**config.mk**
```make
export PLATFORM = sky130hd
export DESIGN_NAME = rbas_ctrl
export DESIGN_NICKNAME = d
export VERILOG_FILES = /design/src/hw/rtl/rbas_pkg.sv /design/src/hw/rtl/rbas_ctrl.sv
export SDC_FILE = /design/constraint.sdc
export NUM_CORES = 1
export LEC_CHECK = 0
export ABC_AREA = 1
export BUFFER_PORTS_ARGS = -buffer_cell sky130_fd_sc_hd__buf_2
export CORE_AREA = 4 4 41 43
export CTS_CLUSTER_DIAMETER = 50
export DETAILED_ROUTE_END_ITERATION = 12
export DIE_AREA = 0 0 45 47
export PLACE_DENSITY = 0.57
export SYNTH_ARGS = -nofsm -noshare
export SYNTH_HDL_FRONTEND = slang
export SYNTH_SLANG_ARGS = --single-unit
```
**constraint.sdc**
```tcl
create_clock -name clk -period 2.3 [get_ports clk]
set_input_delay 0.345 -clock clk [delete_from_list [all_inputs] [get_ports clk]]
set_output_delay 0.345 -clock clk [all_outputs]
set_load 0.01 [all_outputs]
```
**src/hw/rtl/rbas_pkg.sv**
```systemverilog
package rbas_pkg;

    localparam int NUM_REGS_DEF      = 256;
    localparam int STACK_DEPTH_DEF   = 256;
    localparam int CONTEXT_DEPTH_DEF = 16;

    typedef enum logic [3:0] {
        OP_INIT        = 4'd0,
        OP_ALLOC       = 4'd1,
        OP_PUSH_REG    = 4'd2,
        OP_POP         = 4'd3,
        OP_PUSH_CTX    = 4'd4,
        OP_POP_CTX     = 4'd5,
        OP_PROTECT_OUT = 4'd6,
        OP_PROTECT_IN  = 4'd7,
        OP_CLEAR       = 4'd8,
        OP_SET         = 4'd9,
        OP_KEEP        = 4'd10,
        OP_UNKEEP      = 4'd11,
        OP_CLEAR_TEMPS = 4'd12,
        OP_ALLOC_KEPT  = 4'd13,
        OP_FIRST_FREE  = 4'd14,
        OP_PEEK        = 4'd15
    } alloc_op_t;

    typedef enum logic [1:0] {
        ST_OK      = 2'd0,
        ST_NO_FREE = 2'd1,
        ST_REG_STK = 2'd2,
        ST_CTX_STK = 2'd3
    } status_t;

    typedef enum logic [2:0] {
        S_IDLE,
        S_INIT,
        S_SCAN,
        S_READ,
        S_EXEC,
        S_OUT
    } state_t;

    typedef struct packed {
        logic load;
        logic init_step;
        logic scan_start;
        logic scan_step;
        logic mem_read;
        logic exec;
    } cmd_t;

    typedef struct packed {
        logic init_done;
        logic scan_done;
        logic needs_scan;
        logic needs_read;
        logic is_init;
    } sts_t;

endpackage

```
**src/hw/rtl/rbas_ctrl.sv**
```systemverilog
module rbas_ctrl
    import rbas_pkg::*;
(
    input  logic   clk,
    input  logic   rst_n,
    input  logic   in_valid,
    output logic   in_ready,
    output logic   out_valid,
    input  logic   out_ready,
    input  sts_t   sts,
    output cmd_t   cmd
);
    state_t state_reg, state_next;

    always_ff @(posedge clk or negedge rst_n)
    begin
        if (!rst_n)
        begin
            state_reg <= S_INIT;
        end
        else
        begin
            state_reg <= state_next;
        end
    end

    always_comb
    begin
        state_next = state_reg;
        cmd        = '0;
        in_ready   = 1'b0;
        out_valid  = 1'b0;
        unique case (state_reg)
            S_INIT:
            begin
                cmd.init_step = 1'b1;
                if (sts.init_done)
                begin
                    state_next = S_IDLE;
                end
            end
            S_IDLE:
            begin
                in_ready = 1'b1;
                if (in_valid)
                begin
                    cmd.load       = 1'b1;
                    cmd.scan_start = 1'b1;
                    state_next     = S_SCAN;
                end
            end
            S_SCAN:
            begin
                if (sts.needs_scan && !sts.scan_done)
                begin
                    cmd.scan_step = 1'b1;
                end
                else if (sts.needs_read)
                begin
                    cmd.mem_read = 1'b1;
                    state_next   = S_READ;
                end
                else
                begin
                    state_next = S_EXEC;
                end
            end
            S_READ:
            begin
                state_next = S_EXEC;
            end
            S_EXEC:
            begin
                cmd.exec = 1'b1;
                if (sts.is_init)
                begin
                    cmd.init_step = 1'b1;
                end
                state_next = S_OUT;
            end
            S_OUT:
            begin
                out_valid = 1'b1;
                if (out_ready)
                begin
                    state_next = S_IDLE;
                end
            end
            default:
            begin
                state_next = S_INIT;
            end
        endcase
    end

    a_out_hold: assert property (@(posedge clk) disable iff (!rst_n)
        (out_valid && !out_ready) |=> out_valid)
        else $error("result dropped before taken");
    a_no_overlap: assert property (@(posedge clk) disable iff (!rst_n)
        !(in_ready && out_valid))
        else $error("input taken while result pending");
    a_exec_after_load: assert property (@(posedge clk) disable iff (!rst_n)
        cmd.load |=> state_reg == S_SCAN)
        else $error("load did not start scan");
endmodule

```
==> results_dict.tcl, run 1 <==
set metrics [dict create \
    status "finished, final reports clean" \
    holdBufCountCts 1 \
    grt_pass1_wl_mm 1.25 \
    yosys-top-cells-area "nand2_1 (19%), dfrtp_1 (16%), inv_1 (15%), nand3_2 (9.7%), dfstp_2 (8.5%)" \
    yosysWarnings 0 \
    first_pass_iters 4 \
    post_cts_buffers 0 \
    num_rows 13 \
    ys.flop_type "dfrtp_1" \
    overflow 0 \
    diodes 0 \
    synthCells 53 \
    cts.sinks 3 \
    grt_usage_pct 8.37 \
    clockBufferDepth 2 \
    cp_max_fo 6 \
    floorplan.initialDensity_pct 23.7 \
    slew_headroom_pct 85.9 \
    synth_most_common_cell "nand2_1" \
    coreArea_um2 1300 \
    slew_violations 0 \
    antenna_found_initial 0 \
    synth_top_family_by_area "simple AND/OR/NAND/NOR gates" \
    fin_crit_sh_pct 71.2 \
    synth_mux_area_share_pct 0 \
    peakVddDrop_mv 0.462 \
    synth-compound-area-share_pct 3.24 \
    start_kind "register" \
    layout.cells.non_filler 88 \
    pwr-share-clk_pct 19.6 \
    syn_to_final_growth_pct 41.3 \
    synthSimpleGateAreaFrac_pct 53.8 \
    numCtsBuffers 3 \
    grt_max_degree 7 \
    nets 83 \
    finalSetupViolCount 0 \
    seqPwrFrac_pct 23.5 \
    port-buffer-count 16 \
    cts-root-buf "clkbuf_4" \
    path_class "reg -> out" \
    switchingPower_uw 232 \
    cp_slowest_cell "dfrtp_1" \
    worst_slew_pin_slew_ps 210 \
    wire_per_inst_um 8.60 \
    sw_frac_of_total_pct 48.0 \
    top_level_ports 17 \
    fin_tns_setup_ps 0 \
    max_stage_delay_ps 430 \
    drc 0 \
    end_kind "output port" \
    routed_via_density 4.10 \
    skew_ps 4.59 \
    gp_congestion 0.804 \
    cts_tree "yes" \
    cts_resized 0 \
    fill_cells 157 \
    worstSkewPairLatency_ps 240 \
    power.static_leakage_uw 0.000284 \
    rrSetupSlack_ps 1120 \
    final_hold_viol_count 0 \
    wirelength_um 757 \
    finalCriticalPeriod_ps 1640 \
    required_ps 1960 \
    dieWidth_um 45 \
    largest_register_ffs 3 \
    synthArstFlopShare_pct 100 \
    die_h_um 47 \
    drive_above_1_share_pct 38.4 \
    syn-num-nets 62 \
    fmax_ghz 0.611 \
    first_global_vias 330 \
    rsz0062_at_grt "false" \
    synth.distinct_cells 14 \
    dp_hpwl_um 648 \
    die_area_um2 2120 \
    power_density_nw_per_um2 1110 \
    combinationalPowerShare_pct 56.9 \
    path_cells "nor2_1 > nand2_1 > inv_1 > nand2_1 > o21ai_0 > buf_2" \
    clk_pin_slew_ps 40 \
    drt_iter0_markers 7 \
    seqCellArea_um2 76.3 \
    synth_top_area_share_pct 19.4 \
    cts-htree-levels 1 \
    yosys.area_share.adder_pct 0 \
    ys_ff_latch 3 \
    yosysTopAreaCell "nand2_1" \
    cpMostUsedCell "nand2_1" \
    vias 361 \
    synth.avg_cell_area_um2 5.83 \
    synth_edf_count 0 \
    yosysSeqAreaShare_pct 24.7 \
    place_inst 83 \
    worstPathArrival_ps 1290 \
    synth_area_um2 309 \
    hold_class "in -> reg" \
    drv_cap 0 \
    p_int_uw 251 \
    ant_nets 0 \
    synth_xor_xnor_area_share_pct 0 \
    multi_input_area_um2 176 \
    synth_commonest_cells "nand2_1 (16), inv_1 (12), nand3_1 (5)" \
]
## per-layer routing
metal	part of all wire (%)	GRT usage, %	vias to the layer above	routed length (um)
met5	0	0	-	0
met2	47	13.3	12	353
met3	8.5	3.83	2	64
met4	1.5	5.26	0	11
met1	43	9.09	149	327
li1	-	-	198	-
## power groups by stage
stage / clock network [uW] / registers, uW / logic [uW]
4_1_cts: 98.9 / 114 / 280
3_3_place_gp: 0 / 115 / 277
3_5_place_dp: 0 / 115 / 276
5_1_grt: 103 / 118 / 317
2_1_floorplan: 0 / 108 / 204
6_report: 94.6 / 114 / 275
## stage by stage
stage                     cell area [um2]  worst slack [ps]  util, %  power (uW)  hold slack (ps)
final                                 437               662     33.6         483              368
after global routing                  437               599     33.6         537              383
after floorplan                       309               878        -         313             49.4
after CTS                             437               647     33.6         493              365
after detailed placement              400               906     30.8         391              146
after global placement                400               940     30.8         391              143
## worst max-delay path, delay by kind of cell, from the launching register on
| family | cells | cell delay (ps) |
|---|---|---|
| AO/OA/AOI/OAI | 1 | 60 |
| buffers and inverters | 2 | 220 |
| AND/OR/NAND/NOR | 3 | 350 |
| flip-flops | 1 | 430 |
## cells by family (layout without fill, tap and decap cells)
family / after synthesis / in the layout
flip-flops: 3 / 3
AND/OR/NAND/NOR: 34 / 34
buffers and inverters: 14 / 34
AO/OA/AOI/OAI: 2 / 2
## final timing paths
check                                         start                  endpoint  depth (start not counted)
max                        state_reg[1]$_DFFE_PN0P_                    cmd[4]                          6
min                                       out_ready  state_reg[2]$_DFFE_PN0P_                          4
max reg2reg                state_reg[0]$_DFFE_PN1P_  state_reg[0]$_DFFE_PN1P_                          6
min reg2reg                state_reg[0]$_DFFE_PN1P_  state_reg[0]$_DFFE_PN1P_                          2
max in group asynchronous                     rst_n  state_reg[0]$_DFFE_PN1P_                          2
min in group asynchronous                     rst_n  state_reg[1]$_DFFE_PN0P_                          2
## layout by cell type (no fill, tap or decap)
master	count
dfrtp_1	2
nand4_1	1
nor2_2	4
nor3_1	1
nor2_1	4
buf_2	16
clkbuf_1	1
nand2_1	16
o21ai_0	1
inv_2	1
clkbuf_4	3
dlygate4sd3_1	1
inv_1	12
nand3_1	5
nand3_2	3
a21oi_1	1
dfstp_2	1
## layout make-up
type	instances	share of cell area (%)
repair buffers	17	20.6
inverters	13	11.2
clock buffers	4	6.02
well taps	15	4.30
flip-flops and latches	3	17.5
multi-input cells	36	40.4
No activity file was read; power rests on OpenSTA's default activity.
==> run 2: changes to the inputs <==
--- a/config.mk
+++ b/config.mk
@@ -5,13 +5,13 @@
 export SDC_FILE = /design/constraint.sdc
 export NUM_CORES = 1
 export LEC_CHECK = 0
-export ABC_AREA = 1
+export ABC_AREA = 0
 export BUFFER_PORTS_ARGS = -buffer_cell sky130_fd_sc_hd__buf_2
 export CORE_AREA = 4 4 41 43
 export CTS_CLUSTER_DIAMETER = 50
 export DETAILED_ROUTE_END_ITERATION = 12
 export DIE_AREA = 0 0 45 47
-export PLACE_DENSITY = 0.57
+export PLACE_DENSITY = 0.51
 export SYNTH_ARGS = -nofsm -noshare
 export SYNTH_HDL_FRONTEND = slang
 export SYNTH_SLANG_ARGS = --single-unit
==> constraint.sdc (replaced) <==
create_clock -name clk -period 1.51 [get_ports clk]
set_input_delay 0.2265 -clock clk [delete_from_list [all_inputs] [get_ports clk]]
set_output_delay 0.2265 -clock clk [all_outputs]
set_load 0.01 [all_outputs]
==> run 2 against run 1 <==
- global-route usage shrank 1.1 points
- critical path type unchanged
- clock-buffer cell count is the same
- power grew 51%
- clock power grew 49%
- sequential power grew 100%
- largest cell class unchanged
- routed wire length shrank 10%
- die area is the same
- clock skew shrank 4.1 ps
- register-to-register slack lost 720 ps
- combinational power grew 31%
==> results_dict.tcl, run 2 <==
set metrics [dict create \
    slew_violations 0 \
    ys.flop_type "dfrtp_1" \
    cts-htree-levels 1 \
    finalInstanceArea_um2 380 \
    worstPathArrival_ps 1220 \
    num_rows 13 \
    synth.avg_cell_area_um2 7.39 \
    dpl_cell_area_um2 315 \
    first_pass_iters 2 \
    end_kind "output port" \
    synthArstFlopShare_pct 100 \
    routed_via_density 4.21 \
    slew_headroom_pct 82.2 \
    grt_usage_pct 7.28 \
    wirelength_um 681 \
    fmax_ghz 0.690 \
    clk_pin_slew_ps 40 \
    fill_cells 154 \
    coreArea_um2 1300 \
    power_density_nw_per_um2 1920 \
    power.static_leakage_uw 0.000198 \
    start_kind "register" \
    dp_hpwl_um 473 \
    wire_per_inst_um 10.2 \
    final_hold_viol_count 0 \
    fin_crit_sh_pct 96.0 \
    die_h_um 47 \
    grt_pass1_wl_mm 1.00 \
    status "finished, final reports clean" \
    yosys-top-cells-area "dfrtp_1 (22%), dfstp_2 (11%), a21oi_1 (6.6%), nor4b_2 (6.6%), a31oi_1 (5.5%)" \
    syn_to_final_growth_pct 66.1 \
    first_global_vias 263 \
    path_class "reg -> out" \
    yosysSeqAreaShare_pct 33.3 \
    cts_tree "yes" \
    nets 62 \
    gp_congestion 0.690 \
    synth_edf_count 0 \
    yosysWarnings 0 \
    syn-num-nets 40 \
    vias 282 \
    ys_ff_latch 3 \
    yosysTopAreaCell "dfrtp_1" \
    dieWidth_um 45 \
    diodes 0 \
    clockBufferDepth 2 \
    hold_class "in -> reg" \
    drv_cap 0 \
    synth_commonest_cells "a21oi_1 (3), inv_1 (3), nand2_1 (3), nor2_1 (3)" \
    cts-root-buf "clkbuf_4" \
    required_ps 1280 \
    synthCells 31 \
    final_cell_mix "buf_2 (16), nand2_1 (3), a21oi_1 (3), clkbuf_4 (3)" \
    drt_iter0_markers 3 \
    top_level_ports 17 \
    max_stage_delay_ps 620 \
    path_cells "inv_2 > and3_1 > buf_2" \
    largest_register_ffs 3 \
    cts.sinks 3 \
    finalSetupViolCount 0 \
    worstSkewPairLatency_ps 230 \
    antenna_found_initial 0 \
    synth.distinct_cells 17 \
    holdWs_ps 290 \
    overflow 0 \
    skew_ps 0.463 \
    final_common_cell "buf_2" \
    grt_max_degree 12 \
    worst_slew_pin_slew_ps 267 \
    die_area_um2 2120 \
    fin_ws_ps 61.1 \
    finalCriticalPeriod_ps 1450 \
    cp_slowest_cell "dfstp_2" \
    port-buffer-count 16 \
    peakVddDrop_mv 0.546 \
    drc 0 \
    final_util_pct 29.2 \
    rsz0062_at_grt "false" \
    ant_nets 0 \
    pre_cts_ws_ps 270 \
    drive_above_1_share_pct 51.9 \
    synth_top_area_share_pct 21.9 \
    floorplan.initialDensity_pct 17.6 \
    synth_area_um2 229 \
    cp_max_fo 8 \
    fin_tns_setup_ps 0 \
    numCtsBuffers 3 \
]
## run 2: worst max-delay path: cells and delay by family, from the launching register on
| family | cells | cell delay, ps |
|---|---|---|
| DFF | 1 | 620 |
| buffers and inverters | 2 | 190 |
| and+or+nand+nor | 1 | 170 |
## run 2: worst paths after layout
path / end / from / slack [ps] / cells past startpoint
worst min register to register: state_reg[1]$_DFFE_PN0P_ / state_reg[1]$_DFFE_PN0P_ / 650 / 1
max in group asynchronous: state_reg[0]$_DFFE_PN1P_ / rst_n / 1000 / 2
worst max-delay path: cmd[0] / state_reg[0]$_DFFE_PN1P_ / 60 / 3
worst max register to register: state_reg[0]$_DFFE_PN1P_ / state_reg[2]$_DFFE_PN0P_ / 400 / 4
worst min-delay path: state_reg[1]$_DFFE_PN0P_ / sts[1] / 290 / 3
min in group asynchronous: state_reg[1]$_DFFE_PN0P_ / rst_n / 320 / 2
## run 2: metrics by stage
stage               cells  power (uW)
floorplan              31         417
global placement       60         521
detailed placement     60         522
CTS                    65         671
global route           67         800
finish                 67         731
## run 2: repair_timing
item,CTS,global route
hold buffers,1,0
endpoints found under the hold margin,3,0
setup buffers,0,2
gates resized for setup,0,5
endpoints found under the setup margin,0,4
## run 2: where the power goes
group,internal [uW],leakage [uW],switching [uW]
Sequential,132,0.0000348,98.5
Clock,99.1,0.0000150,42.1
Combinational,184,0.000148,176
## run 2: per-layer routing
layer / vias to the layer above / share of wire [%] / GRT usage [%]
met2: 18 / 38 / 9.04
met3: 4 / 11 / 2.68
met5: - / 0 / 0
met4: 0 / 4.8 / 10.5
li1: 149 / - / -
met1: 111 / 46 / 8.01
## run 2: final cells by class
type	instances	area (um2)	share of cell area, %
Clock buffer	4	26.3	6.91
Inverter	3	11.3	2.96
Multi-Input combinational cell	23	141	37.2
Sequential cell	3	77.6	20.4
Tap cell	15	18.8	4.93
Timing Repair Buffer	19	105	27.6
## run 2: kinds of logic after synthesis
family	after synthesis	share of synthesized area (%)
compound gates	8	19.7
buf+inv	5	10.4
simple gates	15	36.6
flops	3	33.3
==> run 3: changes to the inputs <==
--- a/config.mk
+++ b/config.mk
@@ -8,10 +8,11 @@
 export ABC_AREA = 0
 export BUFFER_PORTS_ARGS = -buffer_cell sky130_fd_sc_hd__buf_2
 export CORE_AREA = 4 4 41 43
-export CTS_CLUSTER_DIAMETER = 50
+export CTS_CLUSTER_DIAMETER = 200
 export DETAILED_ROUTE_END_ITERATION = 12
 export DIE_AREA = 0 0 45 47
-export PLACE_DENSITY = 0.51
+export GPL_TIMING_DRIVEN = 1
+export PLACE_DENSITY = 0.52
 export SYNTH_ARGS = -nofsm -noshare
 export SYNTH_HDL_FRONTEND = slang
 export SYNTH_SLANG_ARGS = --single-unit
==> constraint.sdc (replaced) <==
create_clock -name clk -period 1.31 [get_ports clk]
set_input_delay 0.1965 -clock clk [delete_from_list [all_inputs] [get_ports clk]]
set_output_delay 0.1965 -clock clk [all_outputs]
set_load 0.01 [all_outputs]
==> run 3 against run 2 <==
- clock power up 14%
- critical path type unchanged
- die area unchanged
- clock skew up 3.7 ps
- global-route usage down 0.16 points
- sequential share of layout area down 0.14 points
- final cell count up 1.5%
- sequential power up 11%
- largest cell class unchanged
- combinational power up 23%
- the run now ends with negative setup slack left
- largest power group unchanged
- clock-buffer cell count unchanged
- first-iteration DRC count down 33%
- highest routed layer is now met3
- via count up 2.8%
- hold slack worse by 31 ps
==> results_dict.tcl, run 3 (synthesis results as in run 2) <==
set metrics [dict create \
    status "complete, but fails checks" \
    violations "negative setup slack" \
    worstPathArrival_ps 1170 \
    clk_pin_slew_ps 40 \
    first_global_vias 295 \
    floorplan.initialDensity_pct 17.6 \
    syn_to_final_growth_pct 69.9 \
    finalSetupViolCount 7 \
    die_area_um2 2120 \
    wirelength_um 658 \
    path_cells "nor3_2 > and2_1 > buf_2" \
    start_kind "register" \
    top_level_ports 17 \
    critPathTopFamily "flip-flops" \
    cts_tree "yes" \
    power_density_nw_per_um2 2210 \
    slew_violations 0 \
    cts-root-buf "clkbuf_4" \
    num_rows 13 \
    rsz0062_at_grt "true" \
    cp_max_fo 7 \
    cts.sinks 3 \
    grt_max_degree 9 \
    largest_register_ffs 3 \
    required_ps 1110 \
    ant_nets 0 \
    cts-htree-levels 1 \
    routed_via_density 4.26 \
    drive_above_1_share_pct 58.5 \
    dieWidth_um 45 \
    skew_ps 4.16 \
    fill_cells 162 \
    worst_slew_pin_slew_ps 201 \
    max_stage_delay_ps 600 \
    dp_hpwl_um 489 \
    grt_pass1_wl_mm 1.04 \
    die_h_um 47 \
    fin_ws_ps -61.3 \
    dpl_cell_area_um2 320 \
    port-buffer-count 16 \
    coreArea_um2 1300 \
    gp_congestion 0.672 \
    finalPower_uw 861 \
    finalCriticalPeriod_ps 1370 \
    drt_iter0_markers 2 \
    power.static_leakage_uw 0.000200 \
    overflow 0 \
    critPathBufInv 1 \
    cp_slowest_cell "dfstp_2" \
    slew_headroom_pct 86.5 \
    hold_class "in -> reg" \
    fin_tns_setup_ps -315 \
    clockBufferDepth 2 \
    drc 0 \
    final_common_cell "buf_2" \
    fin_crit_sh_pct 105 \
    vias 290 \
    final_hold_viol_count 0 \
    path_class "reg -> out" \
    nets 63 \
    worstSkewPairLatency_ps 230 \
    end_kind "output port" \
    finalInstanceArea_um2 389 \
    fmax_ghz 0.729 \
    peakVddDrop_mv 0.522 \
    diodes 0 \
    final_util_pct 29.9 \
    antenna_found_initial 0 \
    first_pass_iters 5 \
    grt_usage_pct 7.12 \
    final_cell_mix "buf_2 (16), nand2_1 (3), a21oi_1 (3), clkbuf_4 (3), buf_4 (3)" \
    numCtsBuffers 3 \
    drv_cap 0 \
    wire_per_inst_um 9.68 \
]
[run 3: cell type report]
class / count / area (um2) / share of cell area [%]
multi-input cells: 23 / 141 / 36.3
repair buffers: 20 / 113 / 28.9
clock buffers: 4 / 26.3 / 6.75
well taps: 15 / 18.8 / 4.82
inverters: 3 / 11.3 / 2.89
flip-flops and latches: 3 / 78.8 / 20.3
[run 3: per-stage QoR]
step | hold slack (ps) | instances | worst slack [ps]
after global placement | -5.98 | 60 | 146
after global routing | 275 | 68 | -99.8
after CTS | 249 | 68 | -58.0
after detailed placement | -5.10 | 60 | 129
final | 259 | 68 | -61.3
after floorplan | -99.1 | 31 | 68.6
[run 3: power breakdown]
group	switching, uW	internal [uW]	total [uW]
logic	213	230	442
clock network	47.3	114	161
registers	102	155	257
[run 3: final timing paths]
path,start,end,slack [ps],cells past startpoint
max,state_reg[0]$_DFFE_PN1P_,cmd[5],-60,3
min,sts[4],state_reg[0]$_DFFE_PN1P_,260,4
max reg2reg,state_reg[0]$_DFFE_PN1P_,state_reg[0]$_DFFE_PN1P_,190,4
min reg2reg,state_reg[1]$_DFFE_PN0P_,state_reg[1]$_DFFE_PN0P_,570,1
max in group asynchronous,rst_n,state_reg[0]$_DFFE_PN1P_,830,2
min in group asynchronous,rst_n,state_reg[1]$_DFFE_PN0P_,290,2
[run 3: worst register-to-register path, stage by stage (launching register included)]
cell     delay (ps)
dfstp_2         600
buf_4           140
nor4b_2         180
a21oi_1          60
o21ai_1          80
[run 3: what timing repair did]
item | CTS | global route
endpoints found under the setup margin | 7 | 7
resized for setup | 3 | 3
buffers inserted | 3 | 0
pin swaps | 3 | 3
hold buffers | 1 | 0
hold endpoints to repair | 3 | 0
[run 3: routing by layer]
metal	share of wire, %	vias up	routed length [um]	global-route usage (%)
met5	0	-	0	0
met4	0	0	0	8.77
met3	7.3	0	48	1.53
met2	45	12	297	11.6
met1	47	127	312	6.85
li1	-	151	-	-
